$ cat src/hw/rtl/rhv_pkg.sv
// ----------------------------------------------------------------------------
// rhv_pkg
// Shared types and constants for the video-range RGB to HSV converter.
// ----------------------------------------------------------------------------
package rhv_pkg;

  localparam int ChanW     = 8;
  localparam int NumW      = 16;
  localparam int HueNumW   = 14;
  localparam int QuoW      = 8;
  localparam int HueW      = 9;
  localparam int LowLimit  = 16;
  localparam int HighLimit = 240;
  localparam int GreenBase = 120;
  localparam int BlueBase  = 240;
  localparam int FullTurn  = 360;

  localparam logic [1:0] REG_INPUT_FORMAT = 2'd0;

  typedef enum logic [1:0] {
    SEC_RED,
    SEC_GREEN,
    SEC_BLUE
  } sector_t;

  typedef struct packed {
    logic             oor;
    logic             dz;
    sector_t          sector;
    logic             neg;
    logic [ChanW-1:0] mx;
  } side_t;

  typedef struct packed {
    side_t              side;
    logic [NumW-1:0]    sat_num;
    logic [HueNumW-1:0] hue_num;
    logic [ChanW-1:0]   delta;
  } item_t;

  typedef struct packed {
    logic full;
    logic empty;
  } fifo_stat_t;

endpackage

$ cat src/hw/rtl/rhv_front.sv
// ----------------------------------------------------------------------------
// rhv_front
// Classifies a pixel: range check, offset removal, max/min, sector and the
// dividends for the saturation and hue quotients.
// ----------------------------------------------------------------------------
module rhv_front (
  input  logic                fmt,
  input  logic [23:0]         pix,
  output rhv_pkg::item_t      item
);
  import rhv_pkg::*;

  function automatic logic [ChanW-1:0] prep(input logic [ChanW-1:0] c, input logic f);
    prep = f ? {c[4:0], 3'b000} : c;
  endfunction

  function automatic logic bad(input logic [ChanW-1:0] c);
    bad = (c < ChanW'(LowLimit)) || (c > ChanW'(HighLimit));
  endfunction

  logic [ChanW-1:0] r, g, b;
  logic [ChanW-1:0] rs, gs, bs;
  logic [ChanW-1:0] mx, mn, delta, dabs;
  logic             neg;
  sector_t          sector;

  assign r  = prep(pix[7:0], fmt);
  assign g  = prep(pix[15:8], fmt);
  assign b  = prep(pix[23:16], fmt);
  assign rs = r - ChanW'(LowLimit);
  assign gs = g - ChanW'(LowLimit);
  assign bs = b - ChanW'(LowLimit);

  always_comb begin
    mn = rs;
    if (gs < mn) mn = gs;
    if (bs < mn) mn = bs;
    if (rs >= gs && rs >= bs) begin
      sector = SEC_RED;
      mx     = rs;
      neg    = gs < bs;
      dabs   = neg ? (bs - gs) : (gs - bs);
    end else if (gs >= bs) begin
      sector = SEC_GREEN;
      mx     = gs;
      neg    = bs < rs;
      dabs   = neg ? (rs - bs) : (bs - rs);
    end else begin
      sector = SEC_BLUE;
      mx     = bs;
      neg    = rs < gs;
      dabs   = neg ? (gs - rs) : (rs - gs);
    end
  end

  assign delta = mx - mn;

  assign item.side.oor    = bad(r) || bad(g) || bad(b);
  assign item.side.dz     = (delta == '0);
  assign item.side.sector = sector;
  assign item.side.neg    = neg;
  assign item.side.mx     = mx;
  // 224*delta and 60*|diff| as shift-and-subtract
  assign item.sat_num = {delta, 8'b0} - {3'b0, delta, 5'b0};
  assign item.hue_num = {dabs, 6'b0} - {4'b0, dabs, 2'b0};
  assign item.delta   = delta;

endmodule

$ cat src/hw/rtl/rhv_fifo.sv
// ----------------------------------------------------------------------------
// rhv_fifo
// Short queue between the classifier and the divider pipeline.
// ----------------------------------------------------------------------------
module rhv_fifo #(
  parameter int DEPTH = 4,
  parameter int WIDTH = 8
) (
  input  logic                 clk,
  input  logic                 rst_n,
  input  logic                 push,
  input  logic [WIDTH-1:0]     wdata,
  input  logic                 pop,
  output logic [WIDTH-1:0]     rdata,
  output rhv_pkg::fifo_stat_t  stat
);
  import rhv_pkg::*;

  localparam int AW = $clog2(DEPTH);

  logic [WIDTH-1:0] mem_r [DEPTH];
  logic [AW-1:0]    wr_ptr_r, wr_ptr_nxt;
  logic [AW-1:0]    rd_ptr_r, rd_ptr_nxt;
  logic [AW:0]      cnt_r, cnt_nxt;

  always_comb begin
    wr_ptr_nxt = wr_ptr_r;
    rd_ptr_nxt = rd_ptr_r;
    cnt_nxt    = cnt_r;
    if (push) begin
      wr_ptr_nxt = (wr_ptr_r == AW'(DEPTH - 1)) ? '0 : wr_ptr_r + 1'b1;
    end
    if (pop) begin
      rd_ptr_nxt = (rd_ptr_r == AW'(DEPTH - 1)) ? '0 : rd_ptr_r + 1'b1;
    end
    if (push && !pop) begin
      cnt_nxt = cnt_r + 1'b1;
    end else if (pop && !push) begin
      cnt_nxt = cnt_r - 1'b1;
    end
  end

  always_ff @(posedge clk) begin
    if (!rst_n) begin
      wr_ptr_r <= '0;
      rd_ptr_r <= '0;
      cnt_r    <= '0;
    end else begin
      wr_ptr_r <= wr_ptr_nxt;
      rd_ptr_r <= rd_ptr_nxt;
      cnt_r    <= cnt_nxt;
    end
  end

  always_ff @(posedge clk) begin
    if (push) begin
      mem_r[wr_ptr_r] <= wdata;
    end
  end

  assign rdata      = mem_r[rd_ptr_r];
  assign stat.full  = (cnt_r == (AW + 1)'(DEPTH));
  assign stat.empty = (cnt_r == '0);

endmodule

$ cat src/hw/rtl/rhv_div.sv
// ----------------------------------------------------------------------------
// rhv_div
// Pipelined restoring divider, one quotient bit per stage. The caller
// guarantees the quotient fits in QuoW bits.
// ----------------------------------------------------------------------------
module rhv_div (
  input  logic                      clk,
  input  logic                      en,
  input  logic [rhv_pkg::NumW-1:0]  num,
  input  logic [rhv_pkg::ChanW-1:0] den,
  output logic [rhv_pkg::QuoW-1:0]  quo
);
  import rhv_pkg::*;

  logic [NumW-1:0]  rem_r [QuoW-1];
  logic [ChanW-1:0] den_r [QuoW-1];
  logic [QuoW-1:0]  quo_r [QuoW];

  genvar s;
  for (s = 0; s < QuoW; s++) begin : g_stage
    logic [NumW-1:0]  rem_in, trial;
    logic [ChanW-1:0] den_in;
    logic [QuoW-1:0]  quo_in, quo_nxt;
    logic             take;

    if (s == 0) begin : g_first
      assign rem_in = num;
      assign den_in = den;
      assign quo_in = '0;
    end else begin : g_next
      assign rem_in = rem_r[s-1];
      assign den_in = den_r[s-1];
      assign quo_in = quo_r[s-1];
    end

    assign trial = NumW'(den_in) << (QuoW - 1 - s);
    assign take  = (rem_in >= trial);

    always_comb begin
      quo_nxt               = quo_in;
      quo_nxt[QuoW - 1 - s] = take;
    end

    always_ff @(posedge clk) begin
      if (en) begin
        quo_r[s] <= quo_nxt;
      end
    end

    if (s < QuoW - 1) begin : g_rem
      always_ff @(posedge clk) begin
        if (en) begin
          rem_r[s] <= take ? (rem_in - trial) : rem_in;
          den_r[s] <= den_in;
        end
      end
    end
  end

  assign quo = quo_r[QuoW-1];

endmodule

$ cat src/hw/rtl/rhv_back.sv
// ----------------------------------------------------------------------------
// rhv_back
// Divider pipeline for saturation and hue, hue assembly and output register.
// ----------------------------------------------------------------------------
module rhv_back (
  input  logic                         clk,
  input  logic                         rst_n,
  input  rhv_pkg::item_t               item,
  input  rhv_pkg::fifo_stat_t          stat,
  output logic                         pop,
  input  logic                         ready,
  output logic                         valid,
  output logic [rhv_pkg::HueW-1:0]     hue,
  output logic [rhv_pkg::ChanW-1:0]    sat,
  output logic [rhv_pkg::ChanW-1:0]    bright,
  output logic                         oor
);
  import rhv_pkg::*;

  logic                adv;
  logic                vld_r [QuoW];
  side_t               side_r [QuoW];
  logic [QuoW-1:0]     quo_s, quo_h;
  side_t               last;
  logic [HueW-1:0]     hue_nxt;
  logic [ChanW-1:0]    sat_nxt, bright_nxt;
  logic                out_vld_r;
  logic [HueW-1:0]     hue_r;
  logic [ChanW-1:0]    sat_r, bright_r;
  logic                oor_r;

  assign adv = !out_vld_r || ready;
  assign pop = adv && !stat.empty;

  rhv_div u_div_sat (
    .clk (clk),
    .en  (adv),
    .num (item.sat_num),
    .den (item.side.mx),
    .quo (quo_s)
  );

  rhv_div u_div_hue (
    .clk (clk),
    .en  (adv),
    .num (NumW'(item.hue_num)),
    .den (item.delta),
    .quo (quo_h)
  );

  always_ff @(posedge clk) begin
    if (!rst_n) begin
      for (int i = 0; i < QuoW; i++) vld_r[i] <= 1'b0;
    end else if (adv) begin
      vld_r[0] <= pop;
      for (int i = 1; i < QuoW; i++) vld_r[i] <= vld_r[i-1];
    end
  end

  always_ff @(posedge clk) begin
    if (adv) begin
      side_r[0] <= item.side;
      for (int i = 1; i < QuoW; i++) side_r[i] <= side_r[i-1];
    end
  end

  assign last = side_r[QuoW-1];

  always_comb begin
    hue_nxt    = '0;
    sat_nxt    = '0;
    bright_nxt = '0;
    if (!last.oor) begin
      bright_nxt = last.mx;
      if (!last.dz) begin
        sat_nxt = quo_s;
        case (last.sector)
          SEC_RED: begin
            hue_nxt = (last.neg && quo_h != '0) ?
                      HueW'(FullTurn) - HueW'(quo_h) : HueW'(quo_h);
          end
          SEC_GREEN: begin
            hue_nxt = last.neg ? HueW'(GreenBase) - HueW'(quo_h)
                               : HueW'(GreenBase) + HueW'(quo_h);
          end
          default: begin
            hue_nxt = last.neg ? HueW'(BlueBase) - HueW'(quo_h)
                               : HueW'(BlueBase) + HueW'(quo_h);
          end
        endcase
      end
    end
  end

  always_ff @(posedge clk) begin
    if (!rst_n) begin
      out_vld_r <= 1'b0;
    end else if (adv) begin
      out_vld_r <= vld_r[QuoW-1];
    end
  end

  always_ff @(posedge clk) begin
    if (adv) begin
      hue_r    <= hue_nxt;
      sat_r    <= sat_nxt;
      bright_r <= bright_nxt;
      oor_r    <= last.oor;
    end
  end

  assign valid  = out_vld_r;
  assign hue    = hue_r;
  assign sat    = sat_r;
  assign bright = bright_r;
  assign oor    = oor_r;

endmodule

$ cat src/hw/rtl/rgb_to_hsv_video_range.sv
// ----------------------------------------------------------------------------
// rgb_to_hsv_video_range
// Integer RGB to HSV conversion for video-range pixels.
// ----------------------------------------------------------------------------
// Input words carry one pixel (red, green, blue). Output words carry hue
// (0..359), saturation (0..224), brightness (max channel - 16) and, in
// tuser, an out-of-range flag; an out-of-range pixel gives all zero values.
// One word in gives one word out, in order.
// The input_format register (byte address 0) selects 8-bit channels (0) or
// 5-bit channels shifted left by three (1); write it only while idle.
// From input acceptance to out_tvalid a word passes the queue write, eight
// stages of the pipelined dividers (one quotient bit each) and the output
// register. Throughput is one word per cycle while the receiver takes every
// output word; the two dividers are fully pipelined.
// A stalled receiver freezes the divider pipeline; the queue
// keeps taking words until its FIFO_DEPTH entries are full, then
// in_tready drops.
// Reset clears the queue, the pipeline valid bits and input_format.
// ----------------------------------------------------------------------------
module rgb_to_hsv_video_range #(
  parameter int FIFO_DEPTH = 4
) (
  input  logic        clk,
  input  logic        rst_n,
  input  logic        in_tvalid,
  output logic        in_tready,
  input  logic [23:0] in_tdata,    // red[7:0], green[15:8], blue[23:16]
  output logic        out_tvalid,
  input  logic        out_tready,
  output logic [31:0] out_tdata,   // hue[8:0], saturation[16:9], brightness[24:17]
  output logic [0:0]  out_tuser,   // out_of_range[0]
  input  logic        cfg_psel,
  input  logic        cfg_penable,
  input  logic        cfg_pwrite,
  input  logic [1:0]  cfg_paddr,
  input  logic [31:0] cfg_pwdata,
  output logic [31:0] cfg_prdata,
  output logic        cfg_pready
);
  import rhv_pkg::*;

  logic             fmt_r;
  logic             cfg_wr;
  item_t            item_in, item_q;
  fifo_stat_t       stat;
  logic             push, pop;
  logic [HueW-1:0]  hue;
  logic [ChanW-1:0] sat, bright;
  logic             oor;

  assign cfg_pready = 1'b1;
  assign cfg_wr     = cfg_psel && cfg_penable && cfg_pwrite && cfg_pready;

  always_ff @(posedge clk) begin
    if (!rst_n) begin
      fmt_r <= 1'b0;
    end else if (cfg_wr && cfg_paddr == REG_INPUT_FORMAT) begin
      fmt_r <= cfg_pwdata[0];
    end
  end

  assign cfg_prdata = (cfg_paddr == REG_INPUT_FORMAT) ? {31'b0, fmt_r} : '0;

  rhv_front u_front (
    .fmt  (fmt_r),
    .pix  (in_tdata),
    .item (item_in)
  );

  assign in_tready = !stat.full;
  assign push      = in_tvalid && in_tready;

  rhv_fifo #(
    .DEPTH (FIFO_DEPTH),
    .WIDTH ($bits(item_t))
  ) u_fifo (
    .clk   (clk),
    .rst_n (rst_n),
    .push  (push),
    .wdata (item_in),
    .pop   (pop),
    .rdata (item_q),
    .stat  (stat)
  );

  rhv_back u_back (
    .clk    (clk),
    .rst_n  (rst_n),
    .item   (item_q),
    .stat   (stat),
    .pop    (pop),
    .ready  (out_tready),
    .valid  (out_tvalid),
    .hue    (hue),
    .sat    (sat),
    .bright (bright),
    .oor    (oor)
  );

  assign out_tdata = {7'b0, bright, sat, hue};
  assign out_tuser = oor;

  a_oor_zero: assert property (@(posedge clk) disable iff (!rst_n)
    out_tvalid && out_tuser[0] |-> out_tdata[24:0] == '0)
    else $error("out-of-range word with nonzero fields");

  a_ranges: assert property (@(posedge clk) disable iff (!rst_n)
    out_tvalid |-> hue < HueW'(FullTurn) && sat <= 8'd224 && bright <= 8'd224)
    else $error("output field out of range");

  a_sat_val: assert property (@(posedge clk) disable iff (!rst_n)
    out_tvalid && sat != '0 |-> bright != '0)
    else $error("saturation without brightness");

  a_queue: assert property (@(posedge clk) disable iff (!rst_n)
    in_tvalid && in_tready |=> !stat.empty)
    else $error("accepted word missing from queue");

endmodule

$ cat config.mk
export PLATFORM = sky130hd
export DESIGN_NAME = rgb_to_hsv_video_range
export DESIGN_NICKNAME = d
export VERILOG_FILES = /design/src/hw/rtl/rhv_pkg.sv /design/src/hw/rtl/rhv_front.sv /design/src/hw/rtl/rhv_fifo.sv /design/src/hw/rtl/rhv_div.sv /design/src/hw/rtl/rhv_back.sv /design/src/hw/rtl/rgb_to_hsv_video_range.sv
export SDC_FILE = /design/constraint.sdc
export NUM_CORES = 1
export LEC_CHECK = 0
export ABC_CLOCK_PERIOD_IN_PS = 23800
export BUFFER_PORTS_ARGS = -buffer_cell sky130_fd_sc_hd__buf_4
export CAP_MARGIN = 10
export CORE_ASPECT_RATIO = 1.1
export CORE_MARGIN = 2
export CORE_UTILIZATION = 45
export CTS_CLUSTER_SIZE = 10
export DETAILED_ROUTE_END_ITERATION = 12
export RECOVER_POWER = 50
export SLEW_MARGIN = 20
export SYNTH_ARGS = -nofsm -noshare
export SYNTH_HDL_FRONTEND = slang
export SYNTH_SLANG_ARGS = --single-unit
export TNS_END_PERCENT = 5
$ cat constraint.sdc
create_clock -name clk -period 23.8 [get_ports clk]
set_clock_uncertainty 0.05 [all_clocks]
set_input_delay 2.38 -clock clk [delete_from_list [all_inputs] [get_ports clk]]
set_output_delay 2.38 -clock clk [all_outputs]
set_load 0.03 [all_outputs]
-- Word level (Yosys, flattened, before mapping)
Memories as Yosys holds them, arrays and structs flattened. A register that Yosys moved wholly into a read port is not among the register bits.
Index checks and enable logic that the tools add are counted.
W data, S select, Z words.
- register bits after elaboration: 26
- bits in writable memories: 780
- output and inout port bits: 68
- memories: 9
- add/subtract/negate cells: 35
- magnitude comparators: 30
- equal/unequal tests: 4
- multiplexer cells: 56
- bitwise gates (word level): 8
- reductions and logical operators: 28
- memories (memory ; words ; width ; read ports ; clocked after Yosys merged registers in ; wr ports ; RTL line ; RTL):
    u_fifo.mem_r ; 4 ; 51 ; 1 ; 1 ; 1 ; rhv_fifo.sv:21 ; logic [WIDTH-1:0] mem_r [DEPTH];
    u_back.u_div_hue.rem_r ; 7 ; 16 ; 7 ; 0 ; 7 ; rhv_div.sv:15 ; logic [NumW-1:0] rem_r [QuoW-1];
    u_back.u_div_sat.rem_r ; 7 ; 16 ; 7 ; 0 ; 7 ; rhv_div.sv:15 ;
    u_back.side_r ; 8 ; 13 ; 8 ; 0 ; 8 ; rhv_back.sv:22 ; side_t side_r [QuoW];
    u_back.u_div_hue.quo_r ; 8 ; 8 ; 8 ; 0 ; 8 ; rhv_div.sv:17 ; logic [QuoW-1:0] quo_r [QuoW];
    u_back.u_div_sat.quo_r ; 8 ; 8 ; 8 ; 1 ; 8 ; rhv_div.sv:17 ;
    +3 memories ; n/a ; n/a ; n/a ; n/a ; n/a ; n/a ;
- operators by type and width (operator ; count):
    $mux W16 ; 14
    $mux W8 ; 12
    $sub A8 B8 Y8 ; 7
    $sub A16 B13 Y16 ; 3
    $lt A8 B8 Y1 ; 5
    $ge A16 B10 Y1 ; 2
    $ge A16 B11 Y1 ; 2
    $ge A16 B12 Y1 ; 2
    $ge A16 B13 Y1 ; 2
    $ge A16 B14 Y1 ; 2
    $ge A16 B8 Y1 ; 2
    $ge A16 B9 Y1 ; 2
    $sub A16 B10 Y16 ; 2
    $sub A16 B11 Y16 ; 2
    $sub A16 B12 Y16 ; 2
    $sub A16 B14 Y16 ; 2
    $sub A16 B9 Y16 ; 2
    $mux W9 ; 3
    $ge A8 B8 Y1 ; 3
    $gt A8 B8 Y1 const B ; 3
    $lt A8 B5 Y1 const B ; 3
    $sub A8 B5 Y8 const B ; 3
    $mux W1 ; 18
    $pmux W9 S2 ; 1
    28 further kinds ; 62

-- Longest topological paths before layout
Gate-level depths: netlist of run 1.
- depth in word-level cells: 8
- mapped depth: 42
- depth with buffers taken out: 39

-- Hierarchy
Synthesis of run 1 repeated with hierarchy kept, for this count alone.
- cell total of the unflattened synthesis: 2835
- area total of the unflattened synthesis: 38009.0 um2
- by module, submodules not included (module ; times used ; cells an instance ; area an instance (um2) ; seq. area each (um2)):
    rhv_div at u_back.u_div_hue ; 1 ; 807 ; 10271.1 ; 6125.9
    rhv_div at u_back.u_div_sat ; 1 ; 809 ; 10241.1 ; 6125.9
    rhv_fifo ; 1 ; 311 ; 7876.3 ; 6306.0
    rhv_back ; 1 ; 304 ; 5167.5 ; 4113.9
    rhv_front ; 1 ; 554 ; 4087.7 ; 0.0
    rgb_to_hsv_video_range ; 1 ; 50 ; 365.4 ; 20.0

-- Worst setup path before layout of run 1
Ideal clock, no wire load.
- path type: input -> register
- start point: input out_tready
- end point: register u_fifo.cnt_r[2]
- setup time: 76 ps
- arrival time: 14235 ps
- slack: 9440 ps
- stages: 10
- buffers on the path: 1
- cells stage by stage: nor2b_1 > clkbuf_1 > inv_1 > o31ai_1 > ha_1 > inv_1 > fa_1 > xor2_1 > or3_1 > a21boi_0
- word-level cells in the longest chain between the ends: 5
- elaborated cells between the ends (all ways): 7
- those cells by class: mux: 1; reduce/logical: 6
- ends and longest elaborated chain (item ; RTL line ; RTL):
    start: declaration ; rgb_to_hsv_video_range.sv:29 ; input logic out_tready,
    $logic_or A1 B1 Y1 (*) ; rhv_back.sv:32 ; assign adv = !out_vld_r || ready;
    named net u_back.adv ; rhv_back.sv:20 ; logic adv;
    $logic_and A1 B1 Y1 (*) ; rhv_back.sv:33 ; assign pop = adv && !stat.empty;
    $logic_not A1 Y1 ; rhv_fifo.sv:36 ; if (push && !pop) begin
    $logic_and A1 B1 Y1 ; rhv_fifo.sv:36 ;
    $mux W3 / $reduce_bool A2 Y1 (equally long branches) ; n/a ;
    end signal: assignment ; rhv_fifo.sv:51 ; cnt_r <= cnt_nxt;
    end: declaration ; rhv_fifo.sv:24 ; logic [AW:0] cnt_r, cnt_nxt;
Mark *: on every way through the listed nets, which the timed path passes. The rest lies on a longest branch.
A chain may end at the register's enable or synchronous reset.

==> results of run 1 <==
state kept, by name (all words and copies together) (netlist names), 2 cells and up, named ones only:
register	count
u_back.side_r	104
u_back.bright	8
u_fifo.wr_ptr_r	2
u_fifo.cnt_r	3
u_back.u_div_hue.quo_r	36
u_back.u_div_hue.den_r	56
u_fifo.mem_r	172
u_back.hue	9
u_back.u_div_hue.rem_r	99
u_back.vld_r	8
u_fifo.rd_ptr_r	2
u_back.u_div_sat.quo_r	36
u_back.sat	8
u_back.u_div_sat.rem_r	85
synthesized netlist by cell type (44+ instances only):
cell	instances	area share
nand2_1	155	0.018
a21oi_1	151	0.023
edfxtp_1	617	0.57
xor2_1	61	0.016
nor2_1	154	0.018
nor2b_1	64	0.012
o21ai_0	132	0.020
ha_1	218	0.084
nor3_1	44	0.0067
mux2i_1	48	0.015
inv_1	258	0.030
clkbuf_1	46	0.0053
a21o_1	57	0.013
nand2b_1	51	0.0098
xnor2_1	87	0.023
cells by family (layout without fill, tap and decap cells):
logic type,after synthesis,in the layout
fa+ha+maj,243,243
xor+xnor,148,148
other cells,2,39
buf+inv,356,448
compound gates,497,497
flops,633,633
mux,107,107
simple gates,632,632
area by class of cell:
| class | instances | share of cell area |
|---|---|---|
| Multi-Input combinational cell | 1666 | 0.344 |
| Clock inverter | 5 | 0.00159 |
| Tap cell | 945 | 0.0327 |
| Sequential cell | 633 | 0.522 |
| Clock buffer | 97 | 0.0554 |
| Timing Repair Buffer | 85 | 0.0170 |
| Inverter | 261 | 0.0272 |
path summary, 6_finish.rpt:
kind	endpoint	from	slack [ps]	cells after the start
max	u_fifo.mem_r[3][35]$_DFFE_PP_	in_tdata[1]	13790	33
min	u_back.u_div_hue.quo_r[1][30]$_DFFE_PN_	u_back.u_div_hue.quo_r[1][22]$_DFFE_PN_	350	0
max reg2reg	u_fifo.mem_r[3][35]$_DFFE_PP_	fmt_r$_SDFFE_PN0P_	14870	33
min reg2reg	u_back.u_div_hue.quo_r[1][30]$_DFFE_PN_	u_back.u_div_hue.quo_r[1][22]$_DFFE_PN_	350	0
power breakdown:
part | leakage, nW | internal, W | switching (W)
Sequential | 6.36 | 0.00201 | 0.000234
Clock | 1.00 | 0.000591 | 0.000399
Combinational | 7.03 | 0.00111 | 0.00147
Total | 14.4 | 0.00371 | 0.00210
metrics by stage:
| stage | hold slack (ps) | setup slack, ps | std cells | util |
|---|---|---|---|---|
| after floorplan | 350 | 9440 | 2655 | - |
| after global placement | 350 | 13270 | 3590 | 0.475 |
| after detailed placement | 355 | 13220 | 3590 | 0.475 |
| after CTS | 351 | 13830 | 3692 | 0.504 |
| after global routing | 365 | 13170 | 3692 | 0.503 |
| final | 352 | 13790 | 3692 | 0.503 |
layer usage:
| layer | up-vias | wire length [um] | track usage |
|---|---|---|---|
| met5 | - | 0 | 0 |
| li1 | 9626 | - | - |
| met4 | 0 | 2090 | 0.0706 |
| met3 | 129 | 1920 | 0.0218 |
| met2 | 354 | 32100 | 0.309 |
| met1 | 9329 | 24000 | 0.176 |
==> metrics, run 1 <==
worst path buffer plus inverter count 5; clk buf depth 3; Crit path required time 24130 ps; most common cell after layout, fill and taps aside edfxtp_1; final slew viol count 317; worst min-delay path class flop to flop; CP max-delay cell xor2_1; Die Wd 261 um; final hold violations 0; Antenna Cells 0; clk sinks 633; drc violations 0; DP Wirelength roughly 43 mm; Die ar. approximately 75000 sq um; setup bufs post-CTS 0; instance area after placement ~34000 sq um; Yosys reg bits around 630; GRT overflow 0; fill count a little over 6000; CTS Buf Count 74; fin crit period ~10000 ps; Post-DRT Antenna Nets 0; nets@finish between 3000 and 4000; post-synthesis adder-cell area fraction 0.0981; worst skew pair latency approximately 590 ps; simple-gate area share of the yosys netlist 0.0957; Post-synth ARST share 0; core area slightly above 70000 sq um; global-route wire length before repair just under 100 mm; failing checks max-capacitance violations, max-slew violations; CTS Hold Bufs 0; Final GP Congestion a little under 0.9; post-synthesis sequential area ratio 0.578; RSZ-0062 raised after global routing false; CTS tree yes; Compound-Gate Fraction of Synth Area 0.0940; crit-path leading delay family compound AO/OA/AOI/OAI gates; clock slew at reported path FFs approximately 50 ps; register cell area after layout 18800 sq um; crit start category primary input; Worst Max-Slew Pin Slew 3800 ps; worst-path fanout max 14; max_cap viols 6; pwr/cell area 161 nW/um^2; number of global-route vias before repair 20027; share of layout cells above drive strength 1 0.0892; CTS root buf clkbuf_16; Post-synth EDFFs just over 600; post-cts resize count 0; setup TNS 0 ps; drt pass-1 iters 5; leakage about 14 nW; status finished with violations; largest family of logic cells by synthesized area adder cells; WL per Instance ~16 um; worst rel slew slack -1.55; Final Setup Violations 0; Setup crit end kind flop; post-route cell area about 36000 sq um; Cell Area, Synth 32600 sq um; initial antenna violation count 0; critical path's largest stage delay about 630 ps; peak supply drop 68.7 uV; Mean Syn Cell Area 12.5 sq um; Worst EP arrival just over 10000 ps; routed vias around 19000; Pwr Total slightly below 0.006 W; DR vias/cell ~5.3; Post-Syn Instances 2618; Starting Density 0.455; period utilisation layout 0.421; Top Ports ~130; xor and xnor area share after synthesis 0.0397; PortBufs 62; wirelength, routed 60.1 mm; yosys warns 0; Die Y-Extent 286 um; area of the multi-input gates ~12000 sq um; Layout Area Growth over Synthesis 10.7%; H-tree Lvls 3; Top FF cell, synth edfxtp_1; row count approximately 100; Initial DRC Count ~920; GRT Overall Usage 0.162; commonest cells after routing, fill and taps aside 617 x edfxtp_1, 257 x inv_1, 218 x ha_1; Synth cell types 76; mux cell area share after synthesis 0.0489; Fmax roughly 100 MHz; largest net degree at the start of global routing 207; critical path class primary input to flop
Note: power is estimated with default switching activity, not from simulation.
==> run 2, diff against run 1 <==
--- a/config.mk
+++ b/config.mk
@@ -5,7 +5,8 @@
 export SDC_FILE = /design/constraint.sdc
 export NUM_CORES = 1
 export LEC_CHECK = 0
-export ABC_CLOCK_PERIOD_IN_PS = 23800
+export ABC_AREA = 1
+export ABC_CLOCK_PERIOD_IN_PS = 8200
 export BUFFER_PORTS_ARGS = -buffer_cell sky130_fd_sc_hd__buf_4
 export CAP_MARGIN = 10
 export CORE_ASPECT_RATIO = 1.1
==> constraint.sdc (replaced) <==
create_clock -name clk -period 8.2 [get_ports clk]
set_clock_uncertainty 0.05 [all_clocks]
set_input_delay 0.82 -clock clk [delete_from_list [all_inputs] [get_ports clk]]
set_output_delay 0.82 -clock clk [all_outputs]
set_load 0.03 [all_outputs]
==> run 2 against run 1 <==
- die area increased by 2.2%
- synthesized cell count increased by 21%
- non-clock buffer count increased by 42
- register-to-register slack got worse by 14000 ps
- the flow still finishes with violations (max-capacitance violations, max-slew violations)
- critical path type is now flop to flop
- critical endpoint is now u_fifo.mem_r[3][37]$_DFFE_PP_
- worst setup slack got worse by 13000 ps
- sequential power increased to 2.9 times the previous value
==> metrics, run 2 <==
fill count 6473 (+5.1%); WL per Instance 16.0 um (-1.5%); Initial DRC Count 1078 (+17%); post-route cell area 37100 sq um (+2.7%); RSZ-0062 raised after global routing false; initial antenna violation count 0 (unchanged); drc violations 0 (unchanged); placed insts 4191 (+17%); largest net degree at the start of global routing 226 (+9.2%); Setup crit end kind flop; instance area after placement 35100 sq um (+2.9%); yosys warns 0 (unchanged); Fmax between 100 and 150 MHz; DP Wirelength 50.9 mm (+19%); clock slew at reported path FFs 70 ps (+20 ps); Antenna Cells 0 (unchanged); GRT Overall Usage 0.181 (+0.0190); cell mode on critical path nand2_1; Worst Max-Slew Pin Slew 3210 ps (-595 ps); number of flip-flops in the largest register 172 (unchanged); leakage 15.7 nW (+9.0%); fin crit period between 7000 and 8000 ps; failing checks max-capacitance violations, max-slew violations; simple-gate area share of the yosys netlist 0.132 (+0.0368); CTS tree yes; most common cell after layout, fill and taps aside edfxtp_1; status finished with violations; commonest cells after routing, fill and taps aside 617 x edfxtp_1, 529 x nand2_1, 427 x inv_1; clk buf depth 3 (unchanged); FF-to-FF setup slack 890 ps (-13980 ps); Yosys reg bits 633 (unchanged); mux cell area share after synthesis 0.000938 (-0.0480); Crit path required time 8460 ps (-15670 ps); largest family of logic cells by synthesized area simple AND/OR/NAND/NOR gates; CTS Buf Count 75 (+1.4%); post-synthesis adder-cell area fraction 0.0950 (-0.00307); final hold violations 0 (unchanged); Non-Filler Instances 4295 (+16%); PortBufs 62 (unchanged); DR vias/cell 5.12 (-2.7%); GRT overflow 0 (unchanged); worst min-delay path class flop to flop; max_cap viols 9 (+3); peak supply drop 238 uV (+250%); Compound-Gate Fraction of Synth Area 0.0985 (+0.00452); Final GP Congestion 0.936 (+6.2%); Layout Area Growth over Synthesis 11.3%; pwr/cell area 477 nW/um^2 (+200%); post-cts resize count 0 (unchanged); period utilisation layout 0.891; crit start category flop; worst skew pair latency 610 ps (+20 ps); clk sinks 633 (unchanged); Synth cell types 70 (-7.9%); drt pass-1 iters 5 (unchanged); Post-DRT Antenna Nets 0 (unchanged); final core utilization 0.507 (+0.00326); critical path class flop to flop; Cell Area, Synth 33400 sq um (+2.2%); Starting Density 0.455 (+0.000721); critical path's largest stage delay 440 ps (-190 ps); row count 104 (+0.97%); global-route wire length before repair 110 mm (+13%); Top FF cell, synth edfxtp_1; xor and xnor area share after synthesis 0.0412 (+0.00146); Die ar. 76300 sq um (+2.2%); routed vias 22009 (+13%); Most flops, register u_fifo.mem_r; Die Y-Extent 290 um (+1.1%); top flop regs u_fifo.mem_r x172, u_back.side_r x104, u_back.u_div_hue.rem_r x99; Mean Syn Cell Area 10.5 sq um (-16%); leading area contributor after synthesis edfxtp_1; post-synthesis sequential area ratio 0.565 (-0.0125); CTS Hold Bufs 0 (unchanged); Worst EP arrival 7570 ps (-2770 ps); H-tree Lvls 3 (unchanged); Post-synth EDFFs 617 (unchanged); final slew viol count 421 (+33%); Final Setup Violations 0 (unchanged); setup bufs post-CTS 0 (unchanged); Top Ports 133 (unchanged); CTS root buf clkbuf_16; Synth area leaders edfxtp_1 56%, ha_1 8.2%, nand2_1 6.0%; Post-synth top cells 617 x edfxtp_1, 529 x nand2_1, 428 x inv_1; wirelength, routed 68.8 mm (+15%); number of global-route vias before repair 22079 (+10%); worst-path fanout max 33 (+19); worst path buffer plus inverter count 7 (+2); most frequent cell after synthesis edfxtp_1; Die Wd 264 um (+1.1%); CP max-delay cell ha_1; Yosys top cell area share 0.556 (-0.0123); share of layout cells above drive strength 1 0.0775 (-0.0117); crit-path leading delay family compound AO/OA/AOI/OAI gates; Post-synth ARST share 0 (unchanged); nets@finish 3620 (+20%); worst rel slew slack -1.14 (+0.411); setup TNS 0 ps (unchanged); core area 73300 sq um (+2.1%); Post-Syn Instances 3176 (+21%)
run 2: changes by cell type after synthesis, moves of 40 or more:
cell / change
mux2i_1: -46
nand3_1: +41
inv_1: +170
nor2_1: +98
nand2_1: +374
nor2b_1: -64
xor2_1: +40
a21o_1: -53
nand2b_1: -51
o21ai_0: +133
run 2: per-stage QoR:
stage          hold slack (ps)  worst slack, ps  total power (W)
2_1_floorplan              350              107           0.0125
3_3_place_gp               351              553           0.0146
3_5_place_dp               355              538           0.0149
4_1_cts                    342              824           0.0179
5_1_grt                    356              156           0.0192
6_report                   349              894           0.0177
run 2: routing by layer:
layer,wire [um],track usage,vias up
met5,0,0,-
met4,2670,0.0806,0
met3,2320,0.0241,145
met2,37000,0.354,453
met1,26800,0.193,10302
li1,-,-,11109
run 2: power by group:
part / internal (W) / switching, W
Sequential: 0.00596 / 0.000633
Combinational: 0.00310 / 0.00508
Clock: 0.00172 / 0.00121
Total: 0.0108 / 0.00693
run 2: final cells by class:
class,count,area (sq um),area share
Sequential cell,633,18800,0.508
Multi-Input combinational cell,2040,12500,0.336
Clock buffer,91,1970,0.0530
Inverter,438,1660,0.0446
Tap cell,954,1190,0.0322
Timing Repair Buffer,127,836,0.0225
Clock inverter,12,155,0.00418
run 2: kinds of logic after synthesis:
kind of cell | count (synthesis)
DFF | 633
buffers and inverters | 540
and+or+nand+nor | 1015
adders and majority gates | 240
AOI/OAI and AO/OA | 587
other | 2
muxes | 3
xor gates and xnor gates | 156
run 2: path summary, 6_finish.rpt:
| path | start | to | cells after the start |
|---|---|---|---|
| max | fmt_r$_SDFFE_PN0P_ | u_fifo.mem_r[3][37]$_DFFE_PP_ | 37 |
| min | u_back.u_div_sat.quo_r[6][2]$_DFFE_PN_ | u_back.u_div_sat.quo_r[7][2]$_DFFE_PN_ | 0 |
| max reg2reg | fmt_r$_SDFFE_PN0P_ | u_fifo.mem_r[3][37]$_DFFE_PP_ | 37 |
| min reg2reg | u_back.u_div_sat.quo_r[6][2]$_DFFE_PN_ | u_back.u_div_sat.quo_r[7][2]$_DFFE_PN_ | 0 |
